[src/hdl/ntts_pkg.sv]
// Shared types, constants and the slot pair lookup for the TDM turn schedule.
// No dependencies; used by every module of the block.
package ntts_pkg;

  localparam int MESH_ROWS  = 4;
  localparam int ID_W       = 8;
  localparam int SLOT_LEN_W = 16;
  localparam int CYCLE_W    = 32;
  localparam int CFG_IDX_W  = 4;
  localparam int CFG_DATA_W = 16;
  localparam int SLOT_COUNT = 10;
  localparam int RES_W      = 4;
  localparam int QLOW_W     = 4;
  localparam int REGION_W   = $clog2(MESH_ROWS);

  typedef enum logic [CFG_IDX_W-1:0] {
    REG_ROUTER_ID       = 4'd0,
    REG_SLOT_LENGTH     = 4'd1,
    REG_CFC_ENABLE      = 4'd2,
    REG_FASTPASS_ENABLE = 4'd3
  } cfg_reg_t;

  localparam logic [RES_W-1:0] SLOT_TABLE [MESH_ROWS][MESH_ROWS] = '{
    '{4'd0, 4'd1, 4'd3, 4'd6},
    '{4'd1, 4'd2, 4'd4, 4'd7},
    '{4'd3, 4'd4, 4'd5, 4'd8},
    '{4'd6, 4'd7, 4'd8, 4'd9}
  };

  typedef struct packed {
    logic                  valid;
    logic [CYCLE_W-1:0]    dividend;
    logic [SLOT_LEN_W-1:0] rem;
    logic [RES_W-1:0]      res10;
    logic [QLOW_W-1:0]     qlow;
  } stage_t;

  typedef struct packed {
    logic                found;
    logic [REGION_W-1:0] row;
    logic [REGION_W-1:0] col;
  } slot_pair_t;

  function automatic slot_pair_t slot_pair(input logic [RES_W-1:0] slot);
    slot_pair_t p;
    p.found = 1'b0;
    p.row   = '0;
    p.col   = '0;
    for (int i = 0; i < MESH_ROWS; i++) begin
      for (int j = 0; j < MESH_ROWS; j++) begin
        if (SLOT_TABLE[i][j] == slot) begin
          p.found = 1'b1;
          p.row   = REGION_W'(i);
          p.col   = REGION_W'(j);
        end
      end
    end
    return p;
  endfunction

endpackage

[src/hdl/ntts_div_stage.sv]
// One restoring-division step: takes one quotient bit of cycle / slot_length.
// Also tracks the quotient mod 10 and its low bits. Depends on ntts_pkg.
module ntts_div_stage (
  input  logic                              clk,
  input  logic                              rst,
  input  logic                              advance,
  input  logic [ntts_pkg::SLOT_LEN_W-1:0]   divisor,
  input  ntts_pkg::stage_t                  d,
  output ntts_pkg::stage_t                  q
);

  logic [ntts_pkg::SLOT_LEN_W:0]  trial;
  logic [ntts_pkg::SLOT_LEN_W:0]  diff;
  logic                           qbit;
  logic [ntts_pkg::RES_W:0]       res2;
  ntts_pkg::stage_t               q_next;

  always_comb begin
    trial = {d.rem, d.dividend[ntts_pkg::CYCLE_W-1]};
    diff  = trial - {1'b0, divisor};
    qbit  = (trial >= {1'b0, divisor});
    res2  = {d.res10, qbit};
    if (res2 >= (ntts_pkg::RES_W+1)'(ntts_pkg::SLOT_COUNT)) begin
      res2 = res2 - (ntts_pkg::RES_W+1)'(ntts_pkg::SLOT_COUNT);
    end
    q_next.valid    = d.valid;
    q_next.dividend = {d.dividend[ntts_pkg::CYCLE_W-2:0], 1'b0};
    q_next.rem      = qbit ? diff[ntts_pkg::SLOT_LEN_W-1:0] : trial[ntts_pkg::SLOT_LEN_W-1:0];
    q_next.res10    = res2[ntts_pkg::RES_W-1:0];
    q_next.qlow     = {d.qlow[ntts_pkg::QLOW_W-2:0], qbit};
  end

  always_ff @(posedge clk) begin
    if (rst) begin
      q.valid <= 1'b0;
    end else if (advance) begin
      q <= q_next;
    end
  end

endmodule

[src/hdl/ntts_turn.sv]
// Final stage: slot boundary check and both turn decisions into the output register.
// Depends on ntts_pkg.
module ntts_turn (
  input  logic                             clk,
  input  logic                             rst,
  input  logic                             advance,
  input  logic [ntts_pkg::ID_W-1:0]        router_id,
  input  logic [ntts_pkg::SLOT_LEN_W-1:0]  slot_length,
  input  logic                             cfc_enable,
  input  logic                             fastpass_enable,
  input  ntts_pkg::stage_t                 d,
  output logic                             out_valid,
  output logic                             cfc_turn,
  output logic                             fastpass_turn
);

  logic                               boundary;
  logic [ntts_pkg::REGION_W-1:0]      cfc_region;
  logic [ntts_pkg::REGION_W-1:0]      fp_col;
  ntts_pkg::slot_pair_t               pair;
  logic                               cfc_next;
  logic                               fp_next;

  always_comb begin
    boundary   = (slot_length != '0) && (d.rem == '0) && (router_id[7:6] == 2'b00);
    cfc_region = router_id[1:0] - router_id[3:2];
    pair       = ntts_pkg::slot_pair(d.res10);
    fp_col     = d.qlow[3:2] + router_id[1:0];
    cfc_next   = boundary && cfc_enable && pair.found &&
                 ((cfc_region == pair.row) || (cfc_region == pair.col));
    fp_next    = boundary && fastpass_enable && (router_id[5:4] == 2'b00) &&
                 (router_id[3:2] == fp_col);
  end

  always_ff @(posedge clk) begin
    if (rst) begin
      out_valid <= 1'b0;
    end else if (advance) begin
      out_valid <= d.valid;
    end
  end

  always_ff @(posedge clk) begin
    if (advance) begin
      cfc_turn      <= cfc_next;
      fastpass_turn <= fp_next;
    end
  end

endmodule

[src/hdl/noc_tdm_turn_schedule_core.sv]
// Pipeline: 32 one-bit division stages for cycle / slot_length, then one
//   decision stage.
// Throughput: one item per cycle; the whole pipeline holds while a result is stalled.
// Reset: synchronous, active high; clears all valid bits and loads
//   router_id 0, slot_length 1 and both enables 0.
module noc_tdm_turn_schedule_core (
  input  logic                             clk,
  input  logic                             rst,
  input  logic                             in_valid,
  output logic                             in_stall,
  input  logic [ntts_pkg::CYCLE_W-1:0]     cycle_number,
  output logic                             out_valid,
  input  logic                             out_stall,
  output logic                             cfc_turn,
  output logic                             fastpass_turn,
  input  logic                             cfg_valid,
  output logic                             cfg_ready,
  input  logic [ntts_pkg::CFG_IDX_W-1:0]   cfg_index,
  input  logic [ntts_pkg::CFG_DATA_W-1:0]  cfg_data
);

  logic [ntts_pkg::ID_W-1:0]        router_id;
  logic [ntts_pkg::SLOT_LEN_W-1:0]  slot_length;
  logic                             cfc_enable;
  logic                             fastpass_enable;
  logic                             advance;
  ntts_pkg::stage_t                 stage [ntts_pkg::CYCLE_W+1];

  assign cfg_ready = 1'b1;
  assign advance   = !out_valid || !out_stall;
  assign in_stall  = !advance;

  always_ff @(posedge clk) begin
    if (rst) begin
      router_id       <= '0;
      slot_length     <= ntts_pkg::SLOT_LEN_W'(1);
      cfc_enable      <= 1'b0;
      fastpass_enable <= 1'b0;
    end else if (cfg_valid && cfg_ready) begin
      unique case (cfg_index)
        ntts_pkg::REG_ROUTER_ID:       router_id       <= cfg_data[ntts_pkg::ID_W-1:0];
        ntts_pkg::REG_SLOT_LENGTH:     slot_length     <= cfg_data;
        ntts_pkg::REG_CFC_ENABLE:      cfc_enable      <= cfg_data[0];
        ntts_pkg::REG_FASTPASS_ENABLE: fastpass_enable <= cfg_data[0];
        default: ;
      endcase
    end
  end

  always_comb begin
    stage[0].valid    = in_valid;
    stage[0].dividend = cycle_number;
    stage[0].rem      = '0;
    stage[0].res10    = '0;
    stage[0].qlow     = '0;
  end

  for (genvar g = 0; g < ntts_pkg::CYCLE_W; g++) begin : g_div
    ntts_div_stage u_stage (
      .clk     (clk),
      .rst     (rst),
      .advance (advance),
      .divisor (slot_length),
      .d       (stage[g]),
      .q       (stage[g+1])
    );
  end

  ntts_turn u_turn (
    .clk             (clk),
    .rst             (rst),
    .advance         (advance),
    .router_id       (router_id),
    .slot_length     (slot_length),
    .cfc_enable      (cfc_enable),
    .fastpass_enable (fastpass_enable),
    .d               (stage[ntts_pkg::CYCLE_W]),
    .out_valid       (out_valid),
    .cfc_turn        (cfc_turn),
    .fastpass_turn   (fastpass_turn)
  );

`ifndef NO_ASSERTIONS
  a_stall_only_on_output: assert property (@(posedge clk) disable iff (rst)
    in_stall |-> (out_valid && out_stall))
    else $error("input stalled without a stalled result");

  a_cfc_needs_config: assert property (@(posedge clk) disable iff (rst)
    (out_valid && cfc_turn) |-> (cfc_enable && (router_id[7:6] == 2'b00)))
    else $error("controller turn granted with schedule disabled or id out of range");

  a_fp_needs_config: assert property (@(posedge clk) disable iff (rst)
    (out_valid && fastpass_turn) |-> (fastpass_enable && (router_id[7:4] == 4'h0)))
    else $error("fast-pass turn granted with schedule disabled or id out of range");
`endif

endmodule
[config.mk]
export PLATFORM = sky130hd
export DESIGN_NAME = noc_tdm_turn_schedule_core
export DESIGN_NICKNAME = d
export VERILOG_FILES = /design/src/hdl/ntts_pkg.sv /design/src/hdl/ntts_div_stage.sv /design/src/hdl/ntts_turn.sv /design/src/hdl/noc_tdm_turn_schedule_core.sv
export SDC_FILE = /design/constraint.sdc
export NUM_CORES = 2
export LEC_CHECK = 0
export BUFFER_PORTS_ARGS = -buffer_cell sky130_fd_sc_hd__buf_2
export CAP_MARGIN = 20
export CORE_MARGIN = 2
export CORE_UTILIZATION = 31
export CTS_CLUSTER_SIZE = 10
export DETAILED_ROUTE_END_ITERATION = 12
export SYNTH_ARGS = -nofsm -noshare
export SYNTH_HDL_FRONTEND = slang
export SYNTH_SLANG_ARGS = --single-unit
[constraint.sdc]
create_clock -name clk -period 83.2 [get_ports clk]
set_input_delay 12.48 -clock clk [delete_from_list [all_inputs] [get_ports clk]]
set_output_delay 12.48 -clock clk [all_outputs]
set_load 0.01 [all_outputs]
==> flow_summary.ini <==
[status]
status = complete, no violations

[critical_path]
worstPathRequired_ns = 70.72
regToRegSetupSlack_ns = 78.28
worst_setup_path_end_kind = primary output
startpoint_type = input port
worstReg2RegEnd = g_div[8].u_stage.q[12]
r2r_cells = 10
arrival_ns = 13.27
r2r_start = slot_length[7]
path_max_fanout = 35
critPathKind = input port to primary output

[clocking]
htree_levels = 4
clock_path_buffers = 3
cts_tree = yes
cts.sinks = 1196
hold_buffers = 0
post-cts-setup-buffers = 0
numCtsBuffers = 150
post_cts_resized = 0
cts.root.buffer_cell = clkbuf_16
clk_latency_ns = 0.82
clkTransAtPathRegs_ns = 0.05

[pwr]
p_switching_mw = 1.17
power.total_mw = 3.13
seqPwrFrac_pct = 33.1
pwr-share-comb_pct = 47.5
power_leakage_nw = 28.2
pwr-share-clk_pct = 19.4
cellPowerDensity_nw_per_um2 = 40.5
intPower_mw = 1.96
vdd_drop_max_v = 0.0000303
power_switching_share_pct = 37.5

[routing]
first_pass_iters = 5
drt_iter0_drc = 3546
wl_um = 162000
antenna_left = 0
num_vias = 47406
drc = 0
wl_per_cell_um = 17.6
via_per_inst = 5.14

[die]
die-width_um = 475
die_area_um2 = 226000
ios = 62
coreArea_um2 = 220000
die_y_um = 475
num_rows = 172
start_util_pct = 31.2

[place]
place_ws_ns = 57.44
dpl.hpwl_um = 109000
place.gp.congestion = 0.850
dpl_cell_area_um2 = 72900
portBuffers = 60
place_inst = 8981

[logic_synthesis]
ys_seq_area_share_pct = 51.4
synth_edf_count = 1137
synth_warnings = 0
syn_inst = 6006
synthesis.area_um2 = 68800
synth_nets = 6624
synthArstFlopShare_pct = 0
postSynthAreaPerCell_um2 = 11.5
synthFlopType = edfxtp_1
synth_area_leaders = edfxtp_1 (50%), ha_1 (9.6%), mux2_2 (4.4%)
yosys_register_bits = 1196
synth_cell_types = 95
yosysTopAreaCell = edfxtp_1
netlist.area_leader.share_pct = 49.6

[finish]
area_delta_synth_final_pct = 12.6
design_area_um2 = 77500
final_layout_size_suffix_gt1_share_pct = 11.2
final_util_pct = 35.2
final_cell_count_no_fill = 9218
final_nets = 6796

[global_route]
grt_pass1_wl_um = 254000
grt_max_degree = 169
grt_overflow = 0
antenna_found_initial = 1
grt_pass1_vias = 46453
grt_util_all_layers_pct = 14.1

[run]
cap_violations = 0

[sta]
hold_viol = 0
fin_tns_setup_ns = 0
final_max_slew_viol_count = 0
setup_ws_ns = 57.45
fin_hold_ws_ns = 0.397
period_needed_ns = 25.75
clock_skew_ns = 0.0366
relSlewSlack_pct = 21.3
grt_setup_unrepaired = no
tightest_slew_ns = 1.18
fin_crit_sh_pct = 30.9
setup_viol = 0
fmax_mhz = 38.8

[min_path]
hold_end = g_div[21].u_stage.q[48]
hold_depth = 0
min-delay-path-class = flip-flop to flip-flop
worstHoldStart = g_div[20].u_stage.q[47]
how the worst max path moves through the flow:
stage / endpoint / cells after the start / slack [ns] / from
global placement: in_stall / 5 / 57.41 / out_stall
global route: in_stall / 5 / 57.31 / out_stall
detailed placement: in_stall / 5 / 57.44 / out_stall
floorplan: g_div[0].u_stage.q[10] / 4 / 20.47 / out_stall
CTS: in_stall / 5 / 57.43 / out_stall
finish: in_stall / 5 / 57.45 / out_stall
state kept, by name (all words and copies together) (netlist names):
name and cells:
u_turn.cfc_turn 1, g_div.u_stage.q 1167, router_id 8, u_turn.out_valid 1, u_turn.fastpass_turn 1, cfc_enable 1
slot_length 16, fastpass_enable 1
cell usage after synthesis, types with 60 or more instances:
| library cell | number |
|---|---|
| xor2_1 | 131 |
| edfxtp_1 | 1137 |
| nand2_1 | 492 |
| o21ai_0 | 341 |
| nor2b_1 | 100 |
| a21oi_1 | 465 |
| o21a_1 | 97 |
| nor3_1 | 112 |
| a21o_1 | 150 |
| xnor2_1 | 218 |
| nor2_1 | 413 |
| clkbuf_1 | 72 |
| ha_1 | 530 |
| mux2_2 | 269 |
| o31ai_1 | 62 |
| nand2b_1 | 77 |
| or3_1 | 60 |
| mux2i_1 | 60 |
| inv_1 | 285 |
| nand3_1 | 101 |
power groups by stage:
stage	Clock, mW	Combinational (mW)	Sequential, mW
floorplan	0	1.18	1.04
global placement	0	1.43	1.04
detailed placement	0	1.46	1.04
CTS	0.630	1.48	1.04
global route	0.653	1.66	1.05
finish	0.608	1.49	1.04
metal layers:
metal / GRT usage, % / up-vias / share of wire (%)
li1: - / 23122 / -
met1: 19.1 / 22987 / 47
met2: 22.8 / 1033 / 46
met3: 2.17 / 264 / 4.3
met4: 4.90 / 0 / 2.9
met5: 0 / - / 0
cell families after synthesis:
kind of cell	count (synthesis)	share of synthesized area [%]
AOI/OAI and AO/OA	1599	15.2
and+or+nand+nor	1570	10.8
DFF	1196	51.4
adders and majority gates	561	10.5
buffers and inverters	396	2.24
xor gates and xnor gates	349	4.44
muxes	334	5.39
other	1	0.00545
critical path, cell delays in order:
cell,delay [ns]
buf_2,0.09
nand2_1,0.06
buf_4,0.33
clkinv_1,0.15
buf_2,0.16
final cells by class:
cell class / count / area (um^2)
fill: 21442 / 143000
timing repair buffer: 123 / 821
clock buffer: 187 / 3900
clock inverter: 44 / 586
inverter: 293 / 1100
sequential: 1196 / 35300
tap: 2958 / 3700
antenna: 3 / 7.51
multi-input combinational: 4414 / 32000
cell usage in the layout (no fill, tap or decap), types with 60 or more instances in the layout:
cell type     n
o31ai_1      62
o21a_1       97
mux2_2      269
or3_1        60
xnor2_1     218
nand2_1     492
o21ai_0     341
nor2_1      412
mux2i_1      60
inv_1       270
nand3_1     101
edfxtp_1   1137
nor3_1      111
xor2_1      131
nand2b_1     77
a21oi_1     465
a21o_1      150
clkbuf_16   150
ha_1        530
buf_2        60
nor2b_1     100
No activity file was read; power rests on OpenSTA's default activity.
